[config.mk]
export PLATFORM = sky130hd
export DESIGN_NAME = board_position_zobrist_hash_flat
export DESIGN_NICKNAME = d
export VERILOG_FILES = /design/src/hw/rtl/bpzh_pkg.sv /design/src/hw/rtl/bpzh_channels.sv /design/src/hw/rtl/bpzh_mixer.sv /design/src/hw/rtl/board_position_zobrist_hash.sv /design/src/flat_wrapper.sv
export SDC_FILE = /design/constraint.sdc
export NUM_CORES = 2
export LEC_CHECK = 0
export ABC_AREA = 0
export BUFFER_PORTS_ARGS = -buffer_cell sky130_fd_sc_hd__buf_4
export CAP_MARGIN = 10
export CORE_ASPECT_RATIO = 0.8
export CORE_MARGIN = 2
export CORE_UTILIZATION = 55
export CTS_CLUSTER_DIAMETER = 120
export DETAILED_ROUTE_END_ITERATION = 8
export PLACE_DENSITY = 0.73
export SETUP_SLACK_MARGIN = 0.4
export SYNTH_ARGS = -nofsm -noshare
export SYNTH_HDL_FRONTEND = slang
export SYNTH_SLANG_ARGS = --single-unit
[constraint.sdc]
create_clock -name clock -period 11.9 [get_ports clock]
set_input_delay 1.785 -clock clock [delete_from_list [all_inputs] [get_ports clock]]
set_output_delay 1.785 -clock clock [all_outputs]
set_load 0.05 [all_outputs]
[src/hw/rtl/bpzh_pkg.sv]
package bpzh_pkg;

   // geometry of one bitboard and of the piece planes
   localparam int SQ_COUNT    = 64;
   localparam int IDX_W       = $clog2(SQ_COUNT);
   localparam int PLANE_COUNT = 12;

   // mixer constants
   localparam logic [63:0] MIX_MULT = 64'h9FB21C651E98DF25;
   localparam int ROT_A   = 49;
   localparam int ROT_B   = 24;
   localparam int SHIFT_A = 35;
   localparam int SHIFT_B = 28;

   // one bit per rank on the first file, shifted to reach the others
   localparam logic [63:0] FILE_A_MASK = 64'h0101010101010101;
   localparam int FILE_COUNT   = 8;
   localparam int CASTLE_COUNT = 4;

   // seeds of the side keys
   localparam int SEED_W = 10;
   typedef logic [SEED_W-1:0] seed_type;
   localparam seed_type SEED_EP_BASE = 10'd769;
   localparam seed_type SEED_BLACK   = 10'd784;

   // side key slots: en-passant files, then castle rights, then side to move
   localparam int EXTRA_COUNT = FILE_COUNT + CASTLE_COUNT + 1;
   localparam int EXTRA_W     = $clog2(EXTRA_COUNT);
   localparam int BLACK_SLOT  = EXTRA_COUNT - 1;

   typedef struct packed {
      logic     start;
      seed_type seed;
   } mix_req_type;

   typedef struct packed {
      logic        done;
      logic [63:0] key;
   } mix_rsp_type;

endpackage

[src/hw/rtl/bpzh_channels.sv]
interface bpzh_req_if;
   import bpzh_pkg::*;

   logic        valid;
   logic        ready;
   logic [3:0]  plane;
   logic [63:0] squares;
   logic [63:0] en_passant;
   logic [3:0]  castle_rights;
   logic        black_to_move;
   logic        last;

   modport source (
      output valid, plane, squares, en_passant, castle_rights, black_to_move, last,
      input  ready
   );

   modport sink (
      input  valid, plane, squares, en_passant, castle_rights, black_to_move, last,
      output ready
   );

endinterface

interface bpzh_rsp_if;
   import bpzh_pkg::*;

   logic        valid;
   logic        ready;
   logic [63:0] hash_key;

   modport source (
      output valid, hash_key,
      input  ready
   );

   modport sink (
      input  valid, hash_key,
      output ready
   );

endinterface

[src/hw/rtl/bpzh_mixer.sv]
module bpzh_mixer (
   input  logic                   clock,
   input  logic                   reset,
   input  bpzh_pkg::mix_req_type  mix_req,
   output bpzh_pkg::mix_rsp_type  mix_rsp
);
   import bpzh_pkg::*;

   localparam logic [2:0] ST_IDLE  = 3'd0;
   localparam logic [2:0] ST_MUL_A = 3'd1;
   localparam logic [2:0] ST_MUL_B = 3'd2;
   localparam logic [2:0] ST_MUL_C = 3'd3;
   localparam logic [2:0] ST_FOLD  = 3'd4;

   logic [2:0]  step_ff, step_in;
   logic        round_ff, round_in;
   logic [63:0] val_ff, val_in;
   logic [63:0] prod_ff, prod_in;
   logic [63:0] key_ff, key_in;
   logic        done_ff, done_in;

   logic [63:0] seed_wide;
   logic [63:0] premix;
   logic [31:0] mul_a;
   logic [31:0] mul_b;
   logic [63:0] mul_out;
   logic [63:0] fold;

   assign seed_wide = {{(64-SEED_W){1'b0}}, mix_req.seed};
   assign premix    = seed_wide
                    ^ {seed_wide[63-ROT_A:0], seed_wide[63:64-ROT_A]}
                    ^ {seed_wide[63-ROT_B:0], seed_wide[63:64-ROT_B]};

   // 64x64 mod 2^64 as three 32x32 partial products on one multiplier
   always_comb begin
      case (step_ff)
         ST_MUL_B: begin
            mul_a = val_ff[31:0];
            mul_b = MIX_MULT[63:32];
         end
         ST_MUL_C: begin
            mul_a = val_ff[63:32];
            mul_b = MIX_MULT[31:0];
         end
         default: begin
            mul_a = val_ff[31:0];
            mul_b = MIX_MULT[31:0];
         end
      endcase
   end

   assign mul_out = 64'(mul_a) * 64'(mul_b);
   assign fold    = round_ff ? (prod_ff ^ (prod_ff >> SHIFT_B))
                             : (prod_ff ^ (prod_ff >> SHIFT_A));

   always_comb begin
      step_in  = step_ff;
      round_in = round_ff;
      val_in   = val_ff;
      prod_in  = prod_ff;
      key_in   = key_ff;
      done_in  = 1'b0;
      case (step_ff)
         ST_IDLE: begin
            if (mix_req.start) begin
               val_in   = premix;
               round_in = 1'b0;
               step_in  = ST_MUL_A;
            end
         end
         ST_MUL_A: begin
            prod_in = mul_out;
            step_in = ST_MUL_B;
         end
         ST_MUL_B: begin
            prod_in = {prod_ff[63:32] + mul_out[31:0], prod_ff[31:0]};
            step_in = ST_MUL_C;
         end
         ST_MUL_C: begin
            prod_in = {prod_ff[63:32] + mul_out[31:0], prod_ff[31:0]};
            step_in = ST_FOLD;
         end
         ST_FOLD: begin
            if (!round_ff) begin
               val_in   = fold;
               round_in = 1'b1;
               step_in  = ST_MUL_A;
            end else begin
               key_in  = fold;
               done_in = 1'b1;
               step_in = ST_IDLE;
            end
         end
         default: begin
            step_in = ST_IDLE;
         end
      endcase
   end

   always_ff @(posedge clock) begin
      if (reset) begin
         step_ff  <= ST_IDLE;
         round_ff <= 1'b0;
         done_ff  <= 1'b0;
      end else begin
         step_ff  <= step_in;
         round_ff <= round_in;
         done_ff  <= done_in;
      end
      val_ff  <= val_in;
      prod_ff <= prod_in;
      key_ff  <= key_in;
   end

   assign mix_rsp.done = done_ff;
   assign mix_rsp.key  = key_ff;

   // a new seed only while idle
   assert property (@(posedge clock) disable iff (reset)
      mix_req.start |-> step_ff == ST_IDLE)
      else $error("mixer started while busy");

   // done is a single-cycle pulse
   assert property (@(posedge clock) disable iff (reset)
      done_ff |=> !done_ff)
      else $error("mixer done held");

   // fixed latency from start to done
   assert property (@(posedge clock) disable iff (reset)
      done_ff |-> $past(mix_req.start, 9))
      else $error("mixer done without start nine cycles before");

endmodule

[src/hw/rtl/board_position_zobrist_hash.sv]
// channel   dir  handshake          payload
// req_bus   in   valid/ready        plane, squares, en_passant, castle_rights,
//                                   black_to_move, last
// rsp_bus   out  valid/ready        hash_key
//
// a request scans every square of its plane and keys each set square of a valid plane not yet claimed
// a last request then scans the side key slots, keys each one that is set, and emits the hash;
// each key runs the mixer: two multiplies of three passes on the shared 32x32
// multiplier, a fold after each, and the result register
// req_bus.ready is high only while the sequencer is idle
// the hash leaves through an output register; a full register stalls only the
// emit of the next position, not the planes before it
// reset is synchronous, clears control state, accumulator and claimed squares
module board_position_zobrist_hash (
   input logic         clock,
   input logic         reset,
   bpzh_req_if.sink    req_bus,
   bpzh_rsp_if.source  rsp_bus
);
   import bpzh_pkg::*;

   // sequencer states
   localparam logic [1:0] ST_IDLE = 2'd0;
   localparam logic [1:0] ST_SCAN = 2'd1;
   localparam logic [1:0] ST_WAIT = 2'd2;
   localparam logic [1:0] ST_EMIT = 2'd3;

   logic [1:0]             state_ff, state_in;
   logic                   phase_ff, phase_in;   // 0 piece squares, 1 side keys
   logic [IDX_W-1:0]       idx_ff, idx_in;
   logic [SQ_COUNT-1:0]    pending_ff, pending_in;
   logic [EXTRA_COUNT-1:0] extras_ff, extras_in;
   seed_type               base_ff, base_in;
   logic                   last_ff, last_in;
   logic [63:0]            acc_ff, acc_in;
   logic [63:0]            claimed_ff, claimed_in;
   logic                   rsp_valid_ff, rsp_valid_in;
   logic [63:0]            rsp_key_ff, rsp_key_in;

   mix_req_type            mix_req;
   mix_rsp_type            mix_rsp;

   logic                   accept;
   logic                   plane_ok;
   logic [63:0]            fresh;
   logic [FILE_COUNT-1:0]  ep_files;
   seed_type               plane_base;
   logic                   cur_bit;
   logic                   scan_end;
   logic                   slot_free;
   seed_type               cur_seed;

   bpzh_mixer u_mixer (
      .clock   (clock),
      .reset   (reset),
      .mix_req (mix_req),
      .mix_rsp (mix_rsp)
   );

   assign req_bus.ready = (state_ff == ST_IDLE);
   assign accept        = req_bus.valid && req_bus.ready;

   // squares that no earlier plane of this position has taken
   assign plane_ok = (req_bus.plane < 4'(PLANE_COUNT));
   assign fresh    = req_bus.squares & ~claimed_ff;

   // colour*384 + piece*64 + 1
   assign plane_base = (req_bus.plane[0] ? 10'd384 : 10'd0)
                     + {1'b0, req_bus.plane[3:1], 6'b0} + 10'd1;

   // an en-passant file counts if any square on it is set
   always_comb begin
      for (int f = 0; f < FILE_COUNT; f++) begin
         ep_files[f] = |(req_bus.en_passant & (FILE_A_MASK << f));
      end
   end

   // current slot of the scan
   assign cur_bit  = phase_ff ? extras_ff[idx_ff[EXTRA_W-1:0]] : pending_ff[idx_ff];
   assign scan_end = phase_ff ? (idx_ff == IDX_W'(BLACK_SLOT))
                              : (idx_ff == IDX_W'(SQ_COUNT - 1));

   // files and castle rights sit on consecutive seeds, side to move apart
   always_comb begin
      if (!phase_ff) begin
         cur_seed = base_ff + SEED_W'(idx_ff);
      end else if (idx_ff == IDX_W'(BLACK_SLOT)) begin
         cur_seed = SEED_BLACK;
      end else begin
         cur_seed = SEED_EP_BASE + SEED_W'(idx_ff);
      end
   end

   assign mix_req.start = (state_ff == ST_SCAN) && cur_bit;
   assign mix_req.seed  = cur_seed;

   assign slot_free = !rsp_valid_ff || rsp_bus.ready;

   always_comb begin
      logic advance;
      advance      = 1'b0;
      state_in     = state_ff;
      phase_in     = phase_ff;
      idx_in       = idx_ff;
      pending_in   = pending_ff;
      extras_in    = extras_ff;
      base_in      = base_ff;
      last_in      = last_ff;
      acc_in       = acc_ff;
      claimed_in   = claimed_ff;
      rsp_valid_in = rsp_valid_ff;
      rsp_key_in   = rsp_key_ff;

      // output register drains independently of the sequencer
      if (rsp_valid_ff && rsp_bus.ready) begin
         rsp_valid_in = 1'b0;
      end

      case (state_ff)
         ST_IDLE: begin
            if (accept) begin
               pending_in = plane_ok ? fresh : '0;
               claimed_in = plane_ok ? (claimed_ff | fresh) : claimed_ff;
               extras_in  = {req_bus.black_to_move, req_bus.castle_rights, ep_files};
               base_in    = plane_base;
               last_in    = req_bus.last;
               phase_in   = 1'b0;
               idx_in     = '0;
               state_in   = ST_SCAN;
            end
         end
         ST_SCAN: begin
            if (cur_bit) begin
               state_in = ST_WAIT;
            end else begin
               advance = 1'b1;
            end
         end
         ST_WAIT: begin
            if (mix_rsp.done) begin
               acc_in  = acc_ff ^ mix_rsp.key;
               advance = 1'b1;
            end
         end
         ST_EMIT: begin
            if (slot_free) begin
               rsp_valid_in = 1'b1;
               rsp_key_in   = acc_ff;
               acc_in       = '0;
               claimed_in   = '0;
               state_in     = ST_IDLE;
            end
         end
         default: begin
            state_in = ST_IDLE;
         end
      endcase

      // step to the next slot, or on to side keys, emit or idle
      if (advance) begin
         if (!scan_end) begin
            idx_in   = idx_ff + 1'b1;
            state_in = ST_SCAN;
         end else if (phase_ff) begin
            state_in = ST_EMIT;
         end else if (last_ff) begin
            phase_in = 1'b1;
            idx_in   = '0;
            state_in = ST_SCAN;
         end else begin
            state_in = ST_IDLE;
         end
      end
   end

   always_ff @(posedge clock) begin
      if (reset) begin
         state_ff     <= ST_IDLE;
         phase_ff     <= 1'b0;
         idx_ff       <= '0;
         last_ff      <= 1'b0;
         acc_ff       <= '0;
         claimed_ff   <= '0;
         rsp_valid_ff <= 1'b0;
      end else begin
         state_ff     <= state_in;
         phase_ff     <= phase_in;
         idx_ff       <= idx_in;
         last_ff      <= last_in;
         acc_ff       <= acc_in;
         claimed_ff   <= claimed_in;
         rsp_valid_ff <= rsp_valid_in;
      end
      pending_ff <= pending_in;
      extras_ff  <= extras_in;
      base_ff    <= base_in;
      rsp_key_ff <= rsp_key_in;
   end

   assign rsp_bus.valid    = rsp_valid_ff;
   assign rsp_bus.hash_key = rsp_key_ff;

   // mixer results arrive only while the sequencer waits for them
   assert property (@(posedge clock) disable iff (reset)
      mix_rsp.done |-> state_ff == ST_WAIT)
      else $error("mixer result outside wait state");

   // side keys are folded only for a last request and only over their slots
   assert property (@(posedge clock) disable iff (reset)
      phase_ff |-> (last_ff && idx_ff <= IDX_W'(BLACK_SLOT)))
      else $error("side key scan out of place");

   // an emit hands over the hash and clears the position state
   assert property (@(posedge clock) disable iff (reset)
      (state_ff == ST_EMIT && slot_free) |=>
         (rsp_valid_ff && acc_ff == '0 && claimed_ff == '0 && state_ff == ST_IDLE))
      else $error("emit did not clear position state");

endmodule
[src/flat_wrapper.sv]
// flat-port wrapper written by rule: the top's interface ports become plain ports
module board_position_zobrist_hash_flat import bpzh_pkg::*;
  (clock, reset, req_bus_valid, req_bus_plane, req_bus_squares, req_bus_en_passant, req_bus_castle_rights, req_bus_black_to_move, req_bus_last, req_bus_ready, rsp_bus_valid, rsp_bus_hash_key, rsp_bus_ready);
  bpzh_req_if req_bus_i ();
  bpzh_rsp_if rsp_bus_i ();
  input logic clock;
  input logic reset;
  input wire logic [$bits(req_bus_i.valid)-1:0] req_bus_valid;
  input wire logic [$bits(req_bus_i.plane)-1:0] req_bus_plane;
  input wire logic [$bits(req_bus_i.squares)-1:0] req_bus_squares;
  input wire logic [$bits(req_bus_i.en_passant)-1:0] req_bus_en_passant;
  input wire logic [$bits(req_bus_i.castle_rights)-1:0] req_bus_castle_rights;
  input wire logic [$bits(req_bus_i.black_to_move)-1:0] req_bus_black_to_move;
  input wire logic [$bits(req_bus_i.last)-1:0] req_bus_last;
  output wire logic [$bits(req_bus_i.ready)-1:0] req_bus_ready;
  output wire logic [$bits(rsp_bus_i.valid)-1:0] rsp_bus_valid;
  output wire logic [$bits(rsp_bus_i.hash_key)-1:0] rsp_bus_hash_key;
  input wire logic [$bits(rsp_bus_i.ready)-1:0] rsp_bus_ready;
  assign req_bus_i.valid = req_bus_valid;
  assign req_bus_i.plane = req_bus_plane;
  assign req_bus_i.squares = req_bus_squares;
  assign req_bus_i.en_passant = req_bus_en_passant;
  assign req_bus_i.castle_rights = req_bus_castle_rights;
  assign req_bus_i.black_to_move = req_bus_black_to_move;
  assign req_bus_i.last = req_bus_last;
  assign req_bus_ready = req_bus_i.ready;
  assign rsp_bus_valid = rsp_bus_i.valid;
  assign rsp_bus_hash_key = rsp_bus_i.hash_key;
  assign rsp_bus_i.ready = rsp_bus_ready;
  board_position_zobrist_hash u_core (.clock(clock), .reset(reset), .req_bus(req_bus_i), .rsp_bus(rsp_bus_i));
endmodule
==> impl_metrics.tcl <==
set metrics [dict create \
    outcome "finished, final reports clean" \
    fin_ws_ns 0.968 \
    reg2regPathDepth 36 \
    cp-startpoint "u_core.u_mixer.step_ff[1]$_SDFFE_PP0P_" \
    drv_cap 0 \
    gr-total-overflow 0 \
    start_util 0.558 \
    io_buffers 207 \
    dp_slack_ns 1.18 \
    start_kind "flip-flop" \
    gp_congestion 1.01 \
    drcViolationCount 0 \
    post_cts.repair.setup_buffers 0 \
    io_pins 208 \
    maxUsedRoutingLayer "met5" \
    vias_per_cell 5.53 \
    postCtsResizedCells 0 \
    rows 91 \
    final_net_count 5408 \
    dieArea_um2 80900 \
    path_max_fanout 18 \
    finalSetupTns_ns 0 \
    slew_violations 0 \
    async_reset_ff_frac 0 \
    syn_avg_cell_area_um2 10.7 \
    dr_wl_met2_mm 50.9 \
    multi_input_area_um2 26600 \
    drt_iter0_drc 2556 \
    coreArea_um2 77400 \
    postSynthCellCount 4053 \
    end_kind "flip-flop" \
    rrSetupSlack_ns 0.97 \
    fillerInstances 6381 \
    wl_met3_mm 13.2 \
    clk_latency_ns 0.57 \
    ys_seq_area_frac 0.301 \
    cp_slowest_cell "mux2i_1" \
    htreeDepth 2 \
    setup-violations-final 0 \
    die_h_um 255 \
    path_class "reg2reg" \
    wl_met1_mm 51.0 \
    layout_min_cycle_time_ns 10.93 \
    hold_buffers 0 \
    clock-root-buffer "clkbuf_16" \
    grt_max_degree 84 \
    synth_area_um2 43200 \
    clockBufferDepth 3 \
    critPathMostFrequentCell "fa_1" \
    cts_buffers 40 \
    clock_sinks 481 \
    crit_end "u_core.u_mixer.prod_ff[63]$_DFFE_PP_" \
    fmax_mhz 91.5 \
    synth.distinct_cells 78 \
    hpwl_mm 98.0 \
    crit_required_ns 12.17 \
    worst_pin_slew_ns 1.16 \
    r2r_start "u_core.u_mixer.step_ff[1]$_SDFFE_PP0P_" \
    reg2reg_to "u_core.u_mixer.prod_ff[63]$_DFFE_PP_" \
    rsz0062_at_grt "false" \
    slowest_delay_ns 1.05 \
    drtPass1Iterations 6 \
    synth_seq_cells 481 \
    antenna_left 0 \
    relSlewSlack 0.202 \
    grtUsageTotal 0.298 \
    ys.flop_type "edfxtp_1" \
    wirelength_mm 118 \
    post_drt_wl_per_cell_um 22.3 \
    path_clk_slew_ns 0.08 \
    skew_ns 0.0246 \
    hold_viol_final 0 \
    grt_pass1_wl_mm 180 \
    min_period_over_period 0.919 \
    yosysWarnings 0 \
    dieWidth_um 317 \
    grt_pass1_vias 29878 \
    syn_to_final_growth_pct 9.87 \
    cts_tree "done" \
    worstPathArrival_ns 11.21 \
    synth_edf_count 337 \
    drive_gt1_frac 0.0857 \
    vias 29408 \
    hp-class "reg2reg" \
    antenna_found_initial 5 \
    seq_area_um2 13000 \
]
cells in the final DEF (no fill, tap or decap), drive strengths merged, types with 12 or more instances in the layout:
| master | count |
|---|---|
| o211ai | 15 |
| dfxtp | 144 |
| nand2 | 228 |
| nand4 | 23 |
| xnor2 | 92 |
| edfxtp | 337 |
| buf | 253 |
| mux2i | 65 |
| mux4 | 18 |
| a211oi | 13 |
| o21bai | 16 |
| nor2b | 12 |
| nor2 | 289 |
| or2 | 12 |
| and3 | 26 |
| o21a | 15 |
| fa | 574 |
| clkbuf | 60 |
| a21o | 36 |
| ha | 430 |
| nand2b | 16 |
| nor3 | 27 |
| nand3 | 29 |
| inv | 895 |
| o21ai | 86 |
| conb | 29 |
| a31oi | 12 |
| nor4 | 18 |
| xor2 | 107 |
| a21oi | 192 |
| nor3b | 67 |
| and2 | 58 |
logic make-up after synthesis:
kind of cell / synth area share
buffers and inverters: 0.0878
adders and majority gates: 0.390
and+or+nand+nor: 0.0894
DFF: 0.301
AOI/OAI and AO/OA: 0.0645
xor gates and xnor gates: 0.0403
muxes: 0.0267
other: 0.000174
sequential cells by signal (all words and copies together), names as in the netlist:
signal	cells
u_core.phase_ff	1
u_core.idx_ff	6
u_core.u_mixer.step_ff	3
u_core.rsp_bus.hash_key	64
u_core.u_mixer.done_ff	1
u_core.base_ff	4
u_core.rsp_bus.valid	1
u_core.claimed_ff	64
u_core.u_mixer.key_ff	64
u_core.last_ff	1
u_core.u_mixer.prod_ff	64
u_core.u_mixer.round_ff	1
u_core.u_mixer.val_ff	64
u_core.pending_ff	64
u_core.extras_ff	13
u_core.acc_ff	64
u_core.state_ff	2
layout make-up:
class,instances,area share
flip-flops and latches,481,0.274
clock inverters,14,0.00382
repair buffers,253,0.0400
clock buffers,60,0.0244
inverters,895,0.0708
well taps,1023,0.0269
diodes,1,0.0000527
multi-input cells,2591,0.560
cells in the mapped netlist (12+ instances only):
cell,count,area share
nor3b_1,67,0.012
nor4_1,18,0.0026
nor3_1,27,0.0031
nand2b_1,16,0.0023
xnor2_1,92,0.019
or2_2,12,0.0017
nand4_1,23,0.0033
mux2i_1,65,0.015
a31oi_1,12,0.0017
clkbuf_1,89,0.0077
a211oi_1,12,0.0021
inv_1,894,0.078
and3_1,26,0.0038
o211ai_1,15,0.0026
o21a_1,15,0.0026
o21ai_0,81,0.0094
a21o_1,36,0.0063
nand3_1,29,0.0034
nor2_1,289,0.025
xor2_1,107,0.022
o21bai_1,16,0.0028
a21oi_1,192,0.022
and2_1,58,0.0084
dfxtp_1,144,0.067
ha_1,430,0.12
edfxtp_1,337,0.23
nand2_1,227,0.020
buf_1,18,0.0016
fa_1,574,0.27
routing by layer:
metal | global-route usage | up-vias
met5 | 0 | -
met4 | 0.0712 | 6
met3 | 0.100 | 180
met2 | 0.444 | 1237
met1 | 0.424 | 14594
li1 | - | 13391
how the worst min path moves through the flow:
stage / from / slack, ns / to / depth (start not counted)
3_5_place_dp: u_core.acc_ff[49]$_SDFFE_PP0P_ / 0.44 / u_core.rsp_bus.hash_key[49]$_DFFE_PP_ / 0
2_1_floorplan: u_core.acc_ff[0]$_SDFFE_PP0P_ / 0.43 / u_core.rsp_bus.hash_key[0]$_DFFE_PP_ / 0
6_report: u_core.acc_ff[16]$_SDFFE_PP0P_ / 0.45 / u_core.rsp_bus.hash_key[16]$_DFFE_PP_ / 0
3_3_place_gp: u_core.acc_ff[13]$_SDFFE_PP0P_ / 0.44 / u_core.rsp_bus.hash_key[13]$_DFFE_PP_ / 0
4_1_cts: u_core.acc_ff[16]$_SDFFE_PP0P_ / 0.45 / u_core.rsp_bus.hash_key[16]$_DFFE_PP_ / 0
5_1_grt: u_core.acc_ff[16]$_SDFFE_PP0P_ / 0.46 / u_core.rsp_bus.hash_key[16]$_DFFE_PP_ / 0
critical path, delay by kind of cell (launching register included):
family / cells / cell delay [ns]
and+or+nand+nor: 4 / 1.30
AOI/OAI and AO/OA: 12 / 2.12
adders and majority gates: 10 / 4.20
DFF: 1 / 0.53
xor gates and xnor gates: 2 / 0.32
muxes: 2 / 1.14
buffers and inverters: 6 / 1.00
metrics by stage:
stage	hold slack [ns]	util	instances	area (µm²)
detailed placement	0.440	0.596	5243	46200
global placement	0.437	0.596	5242	46100
global route	0.456	0.613	5317	47500
finish	0.446	0.613	5318	47500
CTS	0.452	0.613	5317	47500
floorplan	0.428	-	4080	43300
Power is not shown: default switching activity piles up to over one toggle a cycle in this logic, so the estimate is an artifact.
